`config.mk`:
```
export PLATFORM = sky130hd
export DESIGN_NAME = next_fit_heap_allocator_top
export DESIGN_NICKNAME = d
export VERILOG_FILES = /design/src/design/nfha_pkg.sv /design/src/design/nfha_table.sv /design/src/design/nfha_ctrl.sv /design/src/design/next_fit_heap_allocator_top.sv
export SDC_FILE = /design/constraint.sdc
export NUM_CORES = 2
export LEC_CHECK = 0
export BUFFER_PORTS_ARGS = -buffer_cell sky130_fd_sc_hd__buf_2
export CORE_MARGIN = 2
export CORE_UTILIZATION = 57
export CTS_CLUSTER_SIZE = 30
export DETAILED_ROUTE_END_ITERATION = 10
export GPL_ROUTABILITY_DRIVEN = 0
export GPL_TIMING_DRIVEN = 0
export PLACE_DENSITY = 0.77
export SLEW_MARGIN = 10
export SYNTH_ARGS = -nofsm -noshare
export SYNTH_HDL_FRONTEND = slang
export SYNTH_SLANG_ARGS = --single-unit
```
`constraint.sdc`:
```
create_clock -name clk -period 10.66 [get_ports clk]
set_input_delay 0.533 -clock clk [delete_from_list [all_inputs] [get_ports clk]]
set_output_delay 0.533 -clock clk [all_outputs]
set_load 0.02 [all_outputs]
```
`src/design/nfha_pkg.sv`:
```
// Shared constants, types and codes for the next-fit heap allocator.
package nfha_pkg;

    localparam int MAX_BLOCKS   = 32;
    localparam int HEADER_BYTES = 16;
    localparam int ARENA_BYTES  = 65536;

    localparam int IDX_W   = $clog2(MAX_BLOCKS);
    localparam int CNT_W   = IDX_W + 1;
    localparam int ADDR_W  = 16;
    localparam int LIMIT_W = 17;

    localparam logic [LIMIT_W-1:0] GROW_CAP =
        LIMIT_W'((ARENA_BYTES < 65536) ? ARENA_BYTES : 65536);
    localparam logic [LIMIT_W-1:0] LIMIT_RESET = LIMIT_W'(65536);
    localparam logic [ADDR_W:0]    HDR_EXT     = (ADDR_W+1)'(HEADER_BYTES);
    localparam logic [ADDR_W:0]    OFFSET_MAX  = (ADDR_W+1)'(16'hFFFF);

    localparam logic REQ_ALLOC = 1'b0;
    localparam logic REQ_FREE  = 1'b1;

    localparam logic [1:0] ST_OK       = 2'd0;
    localparam logic [1:0] ST_NO_SPACE = 2'd1;
    localparam logic [1:0] ST_BAD_ADDR = 2'd2;
    localparam logic [1:0] ST_FULL     = 2'd3;

    typedef struct packed {
        logic              req_type;
        logic [ADDR_W-1:0] alloc_size;
        logic [ADDR_W-1:0] payload_addr;
    } req_t;

    typedef struct packed {
        logic [1:0]        status;
        logic [ADDR_W-1:0] result_addr;
    } rsp_t;

    typedef struct packed {
        logic [ADDR_W-1:0] start;
        logic [ADDR_W-1:0] bytes;
        logic              busy;
    } entry_t;

    typedef struct packed {
        logic             en;
        logic [IDX_W-1:0] idx;
        entry_t           data;
    } tbl_wr_t;

    typedef enum logic [3:0] {
        S_IDLE,
        S_ASCAN,
        S_AINS,
        S_APPEND,
        S_FSCAN,
        S_FUP,
        S_FDOWN,
        S_FDROP,
        S_FTAIL,
        S_DONE
    } state_t;

endpackage

```
`src/design/nfha_table.sv`:
```
// Block table register file: one write port, one read port.
module nfha_table (
    input  logic                      clk,
    input  nfha_pkg::tbl_wr_t         wr,
    input  logic [nfha_pkg::IDX_W-1:0] rd_idx,
    output nfha_pkg::entry_t          rd_data
);
    import nfha_pkg::*;

    entry_t entry_reg [MAX_BLOCKS];

    always_ff @(posedge clk)
    begin
        if (wr.en)
        begin
            entry_reg[wr.idx] <= wr.data;
        end
    end

    assign rd_data = entry_reg[rd_idx];

endmodule

```
`src/design/nfha_ctrl.sv`:
```
// Request sequencer: table scan, split insert, append, free, merge and tail trim.
module nfha_ctrl (
    input  logic                        clk,
    input  logic                        rst_n,
    input  logic [nfha_pkg::LIMIT_W-1:0] heap_limit,
    input  logic                        in_valid,
    output logic                        in_ready,
    input  nfha_pkg::req_t              in_data,
    output logic                        out_valid,
    input  logic                        out_ready,
    output nfha_pkg::rsp_t              out_data,
    output nfha_pkg::tbl_wr_t           tbl_wr,
    output logic [nfha_pkg::IDX_W-1:0]  tbl_rd_idx,
    input  nfha_pkg::entry_t            tbl_rd
);
    import nfha_pkg::*;

    state_t             state_reg, state_next;
    logic [CNT_W-1:0]   cnt_reg, cnt_next;
    logic [IDX_W-1:0]   cursor_reg, cursor_next;
    logic [LIMIT_W-1:0] top_reg, top_next;
    logic [IDX_W-1:0]   idx_reg, idx_next;
    logic [CNT_W-1:0]   n_reg, n_next;
    logic [IDX_W-1:0]   k_reg, k_next;
    logic [IDX_W-1:0]   pos_reg, pos_next;
    req_t               req_reg, req_next;
    logic [ADDR_W-1:0]  cur_start_reg, cur_start_next;
    logic [ADDR_W-1:0]  cur_bytes_reg, cur_bytes_next;
    logic [ADDR_W-1:0]  rstart_reg, rstart_next;
    logic [ADDR_W-1:0]  rest_reg, rest_next;
    logic               drop_dn_reg, drop_dn_next;
    logic [1:0]         res_status_reg, res_status_next;
    logic [ADDR_W-1:0]  res_addr_reg, res_addr_next;
    logic               out_valid_reg, out_valid_next;
    rsp_t               out_reg, out_next;

    // shared compare and add terms
    logic               accept;
    logic [ADDR_W:0]    size_hdr;
    logic               a_exact, a_split, a_last;
    logic [LIMIT_W-1:0] limit_eff;
    logic [LIMIT_W:0]   app_end;
    logic               app_full, app_fail;
    logic               f_end, f_hit;
    logic               up_merge, dn_merge;
    logic               drop_more;
    logic               tail;
    logic               out_free;
    logic [IDX_W-1:0]   scan_wrap;

    assign accept    = in_valid && in_ready;
    assign size_hdr  = {1'b0, req_reg.alloc_size} + HDR_EXT;
    assign a_exact   = !tbl_rd.busy && (tbl_rd.bytes == req_reg.alloc_size);
    assign a_split   = !tbl_rd.busy && !a_exact && ({1'b0, tbl_rd.bytes} > size_hdr)
                       && (cnt_reg < CNT_W'(MAX_BLOCKS));
    assign a_last    = (n_reg + CNT_W'(1)) >= cnt_reg;
    assign scan_wrap = ((CNT_W'(idx_reg) + CNT_W'(1)) >= cnt_reg) ? '0 : idx_reg + IDX_W'(1);
    assign limit_eff = (heap_limit > GROW_CAP) ? GROW_CAP : heap_limit;
    assign app_end   = {1'b0, top_reg} + (LIMIT_W+1)'(HEADER_BYTES)
                       + (LIMIT_W+1)'(req_reg.alloc_size);
    assign app_full  = cnt_reg >= CNT_W'(MAX_BLOCKS);
    assign app_fail  = (app_end > {1'b0, limit_eff})
                       || ((top_reg + LIMIT_W'(HEADER_BYTES)) > LIMIT_W'(OFFSET_MAX));
    assign f_end     = n_reg >= cnt_reg;
    assign f_hit     = tbl_rd.busy
                       && (({1'b0, tbl_rd.start} + HDR_EXT) == {1'b0, req_reg.payload_addr});
    assign up_merge  = ((CNT_W'(idx_reg) + CNT_W'(1)) < cnt_reg) && !tbl_rd.busy;
    assign dn_merge  = (idx_reg != '0) && !tbl_rd.busy;
    assign drop_more = (CNT_W'(k_reg) + CNT_W'(1)) < cnt_reg;
    assign tail      = (CNT_W'(idx_reg) + CNT_W'(1)) == cnt_reg;
    assign out_free  = !out_valid_reg || out_ready;

    assign in_ready  = (state_reg == S_IDLE);
    assign out_valid = out_valid_reg;
    assign out_data  = out_reg;

    // read address of the table for the current step
    always_comb
    begin
        case (state_reg)
            S_ASCAN: tbl_rd_idx = idx_reg;
            S_AINS:  tbl_rd_idx = k_reg - IDX_W'(1);
            S_FSCAN: tbl_rd_idx = n_reg[IDX_W-1:0];
            S_FUP:   tbl_rd_idx = idx_reg + IDX_W'(1);
            S_FDOWN: tbl_rd_idx = idx_reg - IDX_W'(1);
            S_FDROP: tbl_rd_idx = k_reg + IDX_W'(1);
            default: tbl_rd_idx = idx_reg;
        endcase
    end

    always_comb
    begin
        state_next = state_reg;
        case (state_reg)
            S_IDLE:
            begin
                if (accept)
                begin
                    if (in_data.req_type == REQ_FREE)
                    begin
                        state_next = S_FSCAN;
                    end
                    else if (cnt_reg == '0)
                    begin
                        state_next = S_APPEND;
                    end
                    else
                    begin
                        state_next = S_ASCAN;
                    end
                end
            end
            S_ASCAN:
            begin
                if (a_exact)
                begin
                    state_next = S_DONE;
                end
                else if (a_split)
                begin
                    state_next = S_AINS;
                end
                else if (a_last)
                begin
                    state_next = S_APPEND;
                end
            end
            S_AINS:
            begin
                if (k_reg == pos_reg)
                begin
                    state_next = S_DONE;
                end
            end
            S_APPEND: state_next = S_DONE;
            S_FSCAN:
            begin
                if (f_end)
                begin
                    state_next = S_DONE;
                end
                else if (f_hit)
                begin
                    state_next = S_FUP;
                end
            end
            S_FUP:   state_next = up_merge ? S_FDROP : S_FDOWN;
            S_FDOWN: state_next = dn_merge ? S_FDROP : S_FTAIL;
            S_FDROP:
            begin
                if (!drop_more)
                begin
                    state_next = drop_dn_reg ? S_FTAIL : S_FDOWN;
                end
            end
            S_FTAIL: state_next = S_DONE;
            S_DONE:
            begin
                if (out_free)
                begin
                    state_next = S_IDLE;
                end
            end
            default: state_next = S_IDLE;
        endcase
    end

    always_comb
    begin
        cnt_next        = cnt_reg;
        cursor_next     = cursor_reg;
        top_next        = top_reg;
        idx_next        = idx_reg;
        n_next          = n_reg;
        k_next          = k_reg;
        pos_next        = pos_reg;
        req_next        = req_reg;
        cur_start_next  = cur_start_reg;
        cur_bytes_next  = cur_bytes_reg;
        rstart_next     = rstart_reg;
        rest_next       = rest_reg;
        drop_dn_next    = drop_dn_reg;
        res_status_next = res_status_reg;
        res_addr_next   = res_addr_reg;
        out_valid_next  = out_valid_reg && !out_ready;
        out_next        = out_reg;
        tbl_wr          = '0;

        case (state_reg)
            S_IDLE:
            begin
                if (accept)
                begin
                    req_next        = in_data;
                    res_status_next = ST_OK;
                    res_addr_next   = '0;
                    n_next          = '0;
                    idx_next        = (CNT_W'(cursor_reg) < cnt_reg) ? cursor_reg : '0;
                end
            end
            S_ASCAN:
            begin
                if (a_exact || a_split)
                begin
                    tbl_wr.en         = 1'b1;
                    tbl_wr.idx        = idx_reg;
                    tbl_wr.data.start = tbl_rd.start;
                    tbl_wr.data.bytes = a_exact ? tbl_rd.bytes : req_reg.alloc_size;
                    tbl_wr.data.busy  = 1'b1;
                    cursor_next       = idx_reg;
                    res_addr_next     = tbl_rd.start + ADDR_W'(HEADER_BYTES);
                    rest_next         = tbl_rd.bytes - size_hdr[ADDR_W-1:0];
                    rstart_next       = tbl_rd.start + size_hdr[ADDR_W-1:0];
                    pos_next          = idx_reg + IDX_W'(1);
                    k_next            = cnt_reg[IDX_W-1:0];
                end
                else
                begin
                    n_next   = n_reg + CNT_W'(1);
                    idx_next = scan_wrap;
                end
            end
            S_AINS:
            begin
                tbl_wr.en  = 1'b1;
                tbl_wr.idx = k_reg;
                if (k_reg == pos_reg)
                begin
                    tbl_wr.data.start = rstart_reg;
                    tbl_wr.data.bytes = rest_reg;
                    tbl_wr.data.busy  = 1'b0;
                    cnt_next          = cnt_reg + CNT_W'(1);
                end
                else
                begin
                    tbl_wr.data = tbl_rd;
                    k_next      = k_reg - IDX_W'(1);
                end
            end
            S_APPEND:
            begin
                if (app_full)
                begin
                    res_status_next = ST_FULL;
                end
                else if (app_fail)
                begin
                    res_status_next = ST_NO_SPACE;
                end
                else
                begin
                    tbl_wr.en         = 1'b1;
                    tbl_wr.idx        = cnt_reg[IDX_W-1:0];
                    tbl_wr.data.start = top_reg[ADDR_W-1:0];
                    tbl_wr.data.bytes = req_reg.alloc_size;
                    tbl_wr.data.busy  = 1'b1;
                    cursor_next       = cnt_reg[IDX_W-1:0];
                    cnt_next          = cnt_reg + CNT_W'(1);
                    top_next          = app_end[LIMIT_W-1:0];
                    res_addr_next     = top_reg[ADDR_W-1:0] + ADDR_W'(HEADER_BYTES);
                end
            end
            S_FSCAN:
            begin
                if (f_end)
                begin
                    res_status_next = ST_BAD_ADDR;
                end
                else if (f_hit)
                begin
                    tbl_wr.en        = 1'b1;
                    tbl_wr.idx       = n_reg[IDX_W-1:0];
                    tbl_wr.data      = tbl_rd;
                    tbl_wr.data.busy = 1'b0;
                    idx_next         = n_reg[IDX_W-1:0];
                    cur_start_next   = tbl_rd.start;
                    cur_bytes_next   = tbl_rd.bytes;
                end
                else
                begin
                    n_next = n_reg + CNT_W'(1);
                end
            end
            S_FUP:
            begin
                if (up_merge)
                begin
                    cur_bytes_next    = cur_bytes_reg + tbl_rd.bytes + ADDR_W'(HEADER_BYTES);
                    tbl_wr.en         = 1'b1;
                    tbl_wr.idx        = idx_reg;
                    tbl_wr.data.start = cur_start_reg;
                    tbl_wr.data.bytes = cur_bytes_next;
                    tbl_wr.data.busy  = 1'b0;
                    k_next            = idx_reg + IDX_W'(1);
                    drop_dn_next      = 1'b0;
                    if ((cursor_reg >= k_next) && (cursor_reg != '0))
                    begin
                        cursor_next = cursor_reg - IDX_W'(1);
                    end
                end
            end
            S_FDOWN:
            begin
                if (dn_merge)
                begin
                    cur_bytes_next    = tbl_rd.bytes + cur_bytes_reg + ADDR_W'(HEADER_BYTES);
                    cur_start_next    = tbl_rd.start;
                    tbl_wr.en         = 1'b1;
                    tbl_wr.idx        = idx_reg - IDX_W'(1);
                    tbl_wr.data.start = tbl_rd.start;
                    tbl_wr.data.bytes = cur_bytes_next;
                    tbl_wr.data.busy  = 1'b0;
                    k_next            = idx_reg;
                    idx_next          = idx_reg - IDX_W'(1);
                    drop_dn_next      = 1'b1;
                    if ((cursor_reg >= idx_reg) && (cursor_reg != '0))
                    begin
                        cursor_next = cursor_reg - IDX_W'(1);
                    end
                end
            end
            S_FDROP:
            begin
                if (drop_more)
                begin
                    tbl_wr.en   = 1'b1;
                    tbl_wr.idx  = k_reg;
                    tbl_wr.data = tbl_rd;
                    k_next      = k_reg + IDX_W'(1);
                end
                else
                begin
                    cnt_next = cnt_reg - CNT_W'(1);
                end
            end
            S_FTAIL:
            begin
                if (tail)
                begin
                    top_next = {1'b0, cur_start_reg};
                    cnt_next = cnt_reg - CNT_W'(1);
                    if (CNT_W'(cursor_reg) >= cnt_next)
                    begin
                        cursor_next = '0;
                    end
                end
            end
            S_DONE:
            begin
                if (out_free)
                begin
                    out_valid_next      = 1'b1;
                    out_next.status     = res_status_reg;
                    out_next.result_addr = res_addr_reg;
                end
            end
            default: ;
        endcase
    end

    always_ff @(posedge clk or negedge rst_n)
    begin
        if (!rst_n)
        begin
            state_reg     <= S_IDLE;
            cnt_reg       <= '0;
            cursor_reg    <= '0;
            top_reg       <= '0;
            out_valid_reg <= 1'b0;
        end
        else
        begin
            state_reg     <= state_next;
            cnt_reg       <= cnt_next;
            cursor_reg    <= cursor_next;
            top_reg       <= top_next;
            out_valid_reg <= out_valid_next;
        end
    end

    always_ff @(posedge clk)
    begin
        idx_reg        <= idx_next;
        n_reg          <= n_next;
        k_reg          <= k_next;
        pos_reg        <= pos_next;
        req_reg        <= req_next;
        cur_start_reg  <= cur_start_next;
        cur_bytes_reg  <= cur_bytes_next;
        rstart_reg     <= rstart_next;
        rest_reg       <= rest_next;
        drop_dn_reg    <= drop_dn_next;
        res_status_reg <= res_status_next;
        res_addr_reg   <= res_addr_next;
        out_reg        <= out_next;
    end

endmodule

```
`src/design/next_fit_heap_allocator_top.sv`:
```
// Top level of the next-fit heap allocator with block coalescing.
//
// Manages a 64 KiB byte arena as an address-ordered table of up to 32 blocks, each
// with a 16-byte header. An allocate transaction scans the table circularly from a
// next-fit cursor, one entry per cycle, taking an exact-size free block or splitting
// a larger one; failing that it appends a block at the heap top, bounded by
// heap_limit. A free transaction searches for the busy block by payload offset, one
// entry per cycle, merges it with free neighbors and trims a free tail block.
// All work runs through one table read port and one write port under a small
// sequencer, which scans the table and, on a split or merge, shifts its entries.
// The next transaction is taken once the sequencer is idle, even
// while the previous result still waits in the output register. heap_limit is
// written through cfg_wr_en / cfg_wr_data and must only change while the block
// is idle.
module next_fit_heap_allocator_top (
    input  logic                         clk,
    input  logic                         rst_n,
    input  logic                         cfg_wr_en,
    input  logic [nfha_pkg::LIMIT_W-1:0] cfg_wr_data,
    input  logic                         in_valid,
    output logic                         in_ready,
    input  nfha_pkg::req_t               in_data,
    output logic                         out_valid,
    input  logic                         out_ready,
    output nfha_pkg::rsp_t               out_data
);
    import nfha_pkg::*;

    // growth limit register
    logic [LIMIT_W-1:0] heap_limit_reg, heap_limit_next;

    tbl_wr_t          tbl_wr;
    logic [IDX_W-1:0] tbl_rd_idx;
    entry_t           tbl_rd;

    assign heap_limit_next = cfg_wr_en ? cfg_wr_data : heap_limit_reg;

    always_ff @(posedge clk or negedge rst_n)
    begin
        if (!rst_n)
        begin
            heap_limit_reg <= LIMIT_RESET;
        end
        else
        begin
            heap_limit_reg <= heap_limit_next;
        end
    end

    // sequencer: scan, split, append, free, merge and trim
    nfha_ctrl u_ctrl (
        .clk        (clk),
        .rst_n      (rst_n),
        .heap_limit (heap_limit_reg),
        .in_valid   (in_valid),
        .in_ready   (in_ready),
        .in_data    (in_data),
        .out_valid  (out_valid),
        .out_ready  (out_ready),
        .out_data   (out_data),
        .tbl_wr     (tbl_wr),
        .tbl_rd_idx (tbl_rd_idx),
        .tbl_rd     (tbl_rd)
    );

    // block table: header offset, payload size and busy bit per entry
    nfha_table u_table (
        .clk     (clk),
        .wr      (tbl_wr),
        .rd_idx  (tbl_rd_idx),
        .rd_data (tbl_rd)
    );

endmodule

```
# After elaboration in Yosys (flattened, before gate mapping)
# Memories as Yosys holds them, arrays and structs flattened.
# Index checks and enable logic that the tools add are counted.
dict set report totals {
  regBits 204
  ram_bits 1056
  input_bits 55
  n_memories 1
  output_inout_bits 20
}
dict set report classes {
  n_lt_le_gt_ge 15
  eq_ne 36
  n_reduce_logical 49
  addsub 21
  mux 93
}
# memory words width read_ports rd_clocked_by_memory_dff write_ports line_no
set mem_list {}
lappend mem_list {u_table.entry_reg 32 33 1 0 1 nfha_table.sv:10} ;# entry_t entry_reg [MAX_BLOCKS];
# cell n
set ops {}
lappend ops {{$mux W39} 8}
lappend ops {{$pmux W39 S7} 1}
lappend ops {{$mux W16} 12}
lappend ops {{$mux W5} 21}
lappend ops {{$pmux W16 S3} 2}
lappend ops {{$pmux W5 S5} 3}
lappend ops {{$mux W17} 4}
lappend ops {{$mux W6} 9}
lappend ops {{$add A16 B5 Y16 const B} 3}
lappend ops {{$mux W4} 12}
lappend ops {{$pmux W4 S9} 1}
lappend ops {{$add A16 B5 Y17 const B} 2}
lappend ops {{$pmux W17 S2} 1}
lappend ops {{$mux W33} 1}
lappend ops {{$add A16 B16 Y16} 2}
lappend ops {{$pmux W16 S2} 1}
lappend ops {{$ne A2 B1 Y1 const B} 12}
lappend ops {{$pmux W6 S4} 1}
lappend ops {{$reduce_and A6 Y1} 4}
lappend ops {{$pmux W5 S4} 1}
lappend ops {{$reduce_bool A5 Y1} 4}
lappend ops {{$add A17 B5 Y18 const B} 1}
lappend ops {{$add A18 B16 Y18} 1}
lappend ops {{$ge A6 B6 Y1} 3}
lappend ops {{other kinds (47)} 104}

# Depth between registers and ports, before layout
# An unclocked memory read counts as a cell.
dict set report logic_depth {
  depth_word 14
  ltp_mapped 38
}

# By module
# A second synthesis with hierarchy kept.
dict set report hier_totals {
  cells_unflattened 3873
  hier_area_um2 56457.9
}
# module cells_each seq_area_each_um2 area_per_inst_um2 n_inst
set by_module_without_submodules {}
lappend by_module_without_submodules {nfha_table 2299 31710.4 41153.2 1}
lappend by_module_without_submodules {nfha_ctrl 1538 5450.2 14617.8 1}
lappend by_module_without_submodules {next_fit_heap_allocator_top 36 426.7 686.9 1}

# Worst setup path before layout
# Ideal clock, no wire load.
dict set report synth_path {
  path_type {flip-flop to flip-flop}
  startpoint {reg u_ctrl.idx_reg[0]}
  endpoint {mem u_table.entry_reg[24][0] (netlist bit) (enable)}
  path_stages_with_launch 33
  synth_period_minus_slack_ns 11.135
  n_path_buf 7
  arrival_time_ns 10.708
  setup_slack_ns -0.475
  t_required_ns 10.233
  setup_ns 0.427
  path_cell_list {edfxtp_1 inv_1 ha_1 mux2i_1 o22ai_2 nor3_2 buf_2 buf_2 clkbuf_1 buf_2 buf_2 clkbuf_1 buf_1 nand3_1 a311oi_1 a31oi_1 a21oi_1 inv_1 ha_1 nor2b_1 o21ai_0 a21oi_1 o21a_1 o21ai_0 a21oi_1 nor3_1 a211oi_1 o21ai_0 o31a_1 nor3_1 or2_2 o311a_1 nor2b_1}
}
dict set report synth_via {
  elab_chain_cells 14
  elab_cells_between_ends 29
}
# item line_no
set synth_lines {}
lappend synth_lines {{start: declaration} nfha_ctrl.sv:22} ;# logic [IDX_W-1:0] idx_reg, idx_next;
lappend synth_lines {{start signal: assignment} nfha_ctrl.sv:383} ;# idx_reg <= idx_next;
lappend synth_lines {{parallel branches: the longest is 11 deep, another holds $mem_v2 Z32 W33} n/a}
lappend synth_lines {{$pmux W39 S7 *} nfha_ctrl.sv:189} ;# case (state_reg)
lappend synth_lines {{$mux W1} nfha_table.sv:14} ;# if (wr.en)
lappend synth_lines {{$mux W1 (not written as such)} nfha_table.sv:16} ;# entry_reg[wr.idx] <= wr.data;
lappend synth_lines {{end: declaration} nfha_table.sv:10}
# Every way passes the cells marked *.

==> run metrics <==
status complete, no violations; R2R setup slack 0.04 ns; main combinational cell family by area after synthesis simple AND/OR/NAND/NOR gates; worst-margin pin slew 1.34 ns; Core Rows about 120; Detailed Place HPWL between 100 and 150 mm; r2r endpoint u_table.entry_reg[27][7]$_DFFE_PP_; hold depth 3; FF+latch count, synth approximately 1300; Hold WC Path Type in -> reg; Avg Synthesized Cell Area 13.5 µm²; Clock Path Buffers 3; WP data required 11.06 ns; Post-Synth XOR/XNOR Area under 10%; nature of the critical path endpoint flop; first-pass GRT wire length roughly 260 mm; Clock Skew between 0.07 and 0.08 ns; Post-Layout Cell Count 5973; hold_sp cfg_wr_data[16]; drt pass-1 iters 10; initial antenna violation count 3; Setup violations, final 0; Placed Cells roughly 5700; startpoint type of the worst setup path flop; die area roughly 100000 µm²; Crit path arrival time 11.01 ns; max incr delay on CP between 0.9 and 1 ns; Fmax between 0.09 and 0.1 GHz; core area 99700 µm²; clk sinks approximately 1300; Post-synth top cells 1210 x edfxtp_1, 718 x nand2_1, 316 x nand3_1; Slew Viols, Final 0; crit-path max FO 32; Nets ~4800; Total GRT Usage 35.2%; Die Wd around 320 µm; grt ovf 0; compound-cell area share of the yosys netlist under 10%; Mapped Nets 4467; Worst-path clk slew approximately 0.07 ns; Cell Area, Synth roughly 57000 µm²; vias in the first global route roughly 40000; Gate Count Post-Synth about 4200; Final Hold Fails 0; EDFF count, synth between 1000 and 1500; Cell variety after synth 102; sequential element share of the synthesized area between 60% and 70%; Post-synth top flop edfxtp_1; Max-slew headroom roughly 8%; post-route clock period utilization 99.6%; routed len/inst about 30 µm; Synth top area share a little under two thirds; share of cells above drive strength 1 ~15%; root buf cell clkbuf_16; Reg2Reg Launch Point u_ctrl.k_reg[0]$_DFFE_PP_; crit path time final 10.62 ns; Antenna Nets Post-Route 0; ranking of synthesized cells by area edfxtp_1 64%, nand2_1 4.7%, ha_1 3.7%; io pins 75; Hold Path End heap_limit_reg[16]$_DFFE_PN1P_; Setup TNS 0 ns; largest net degree at the start of global routing 51; htree depth 3; adder-cell share of the synthesized area about 3.8%; critical path class reg -> reg; critical path's slowest cell o41ai_2; Hold WS roughly 0.019 ns; area grow syn2layout 14.9%; Post-synth ARST share 3.97%; max reg flops around 1100; Via Count slightly above 40000; count leader, synth edfxtp_1; drt total wl 184 mm; CTS tree done; IO Port Bufs 73; YS warnings 0; Clock Latency Late Sink 0.77 ns; max cap viols 0; Synth Area in Simple Gates 12.3%; Starting Density 57.2%; CTS buffer count 120; mux cell area share after synthesis under 10%; Die Span Y 320 µm; Finished Core Util 65.8%; starting DRC count in detailed routing roughly 7900; R2R cell count 31; top cell type by total area after synthesis edfxtp_1; drc violations 0; vias per cell around 6.9
==> layout by cell type, fill, tap and decap left out, types with 63 or more instances in the layout <==
cell type / count
edfxtp_1: 1210
nand2_1: 713
nand3_1: 316
ha_1: 167
buf_2: 139
nor2_1: 138
a21oi_1: 122
clkbuf_16: 121
clkbuf_1: 113
inv_1: 111
mux2i_1: 97
a311oi_1: 96
xnor2_1: 84
mux4_2: 74
o21ai_0: 70
buf_4: 63
==> cell families (layout without fill, tap and decap cells) <==
group,Yosys count,in the layout
AND/OR/NAND/NOR,1505,1508
flip-flops,1260,1260
AO/OA/AOI/OAI,618,618
buffers and inverters,350,777
multiplexers,213,213
adder cells (fa/ha/maj),171,171
XOR/XNOR,124,124
other,0,4
==> metrics by stage <==
step	instance area, µm²	setup WS (ns)
after floorplan	57100	0.786
after global routing	65600	-0.0382
after detailed placement	60800	-1.85
after global placement	59100	-6.41
after CTS	65200	0.00954
final	65600	0.0421
==> how the worst max path moves through the flow <==
stage | startpoint | endpoint | slack, ns
2_1_floorplan | u_ctrl.idx_reg[0]$_DFFE_PP_ | u_table.entry_reg[24][0]$_DFFE_PP_ | 0.79
3_3_place_gp | u_ctrl.idx_reg[0]$_DFFE_PP_ | u_table.entry_reg[16][19]$_DFFE_PP_ | -6.41
3_5_place_dp | u_ctrl.idx_reg[0]$_DFFE_PP_ | u_table.entry_reg[7][26]$_DFFE_PP_ | -1.85
4_1_cts | u_ctrl.k_reg[0]$_DFFE_PP_ | u_table.entry_reg[31][13]$_DFFE_PP_ | 0.01
5_1_grt | u_ctrl.k_reg[0]$_DFFE_PP_ | u_table.entry_reg[29][11]$_DFFE_PP_ | -0.04
6_report | u_ctrl.k_reg[0]$_DFFE_PP_ | u_table.entry_reg[27][7]$_DFFE_PP_ | 0.04
==> timing repair <==
action / 4_1_cts / 5_1_grt
buffers inserted: 15 / 16
endpoints found under the hold margin: 31 / 49
cloned: 0 / 3
gates resized for setup: 19 / 34
pin swaps: 4 / 7
endpoints found under the setup margin: 2152 / 1811
hold buffers: 31 / 1
==> layer usage <==
metal	global-route usage, %	part of all wire, %
met5	0	0.022
met4	21.5	7.3
met3	10.6	16
met2	52.1	43
met1	46.1	34
==> worst max-delay path: cells and delay by family (launching register included) <==
kind                       cells  cell delay [ns]
buffers and inverters         11             2.85
adders and majority gates      2             0.79
and+or+nand+nor                5             1.85
AOI/OAI and AO/OA             13             4.14
DFF                            1             0.53
==> layout make-up <==
| class | instances | area, µm² |
|---|---|---|
| antenna | 4 | 10.0 |
| buffer | 231 | 1190 |
| clock buffer | 142 | 3110 |
| clock inverter | 83 | 833 |
| fill | 6664 | 34100 |
| inverter | 113 | 424 |
| multi-input combinational | 2634 | 18400 |
| sequential | 1260 | 37600 |
| tap | 1298 | 1620 |
| timing repair buffer | 208 | 2410 |
Power is left out: the tool's default activity adds up to more than one toggle a clock period on the data nets, which glitch-free logic cannot reach.
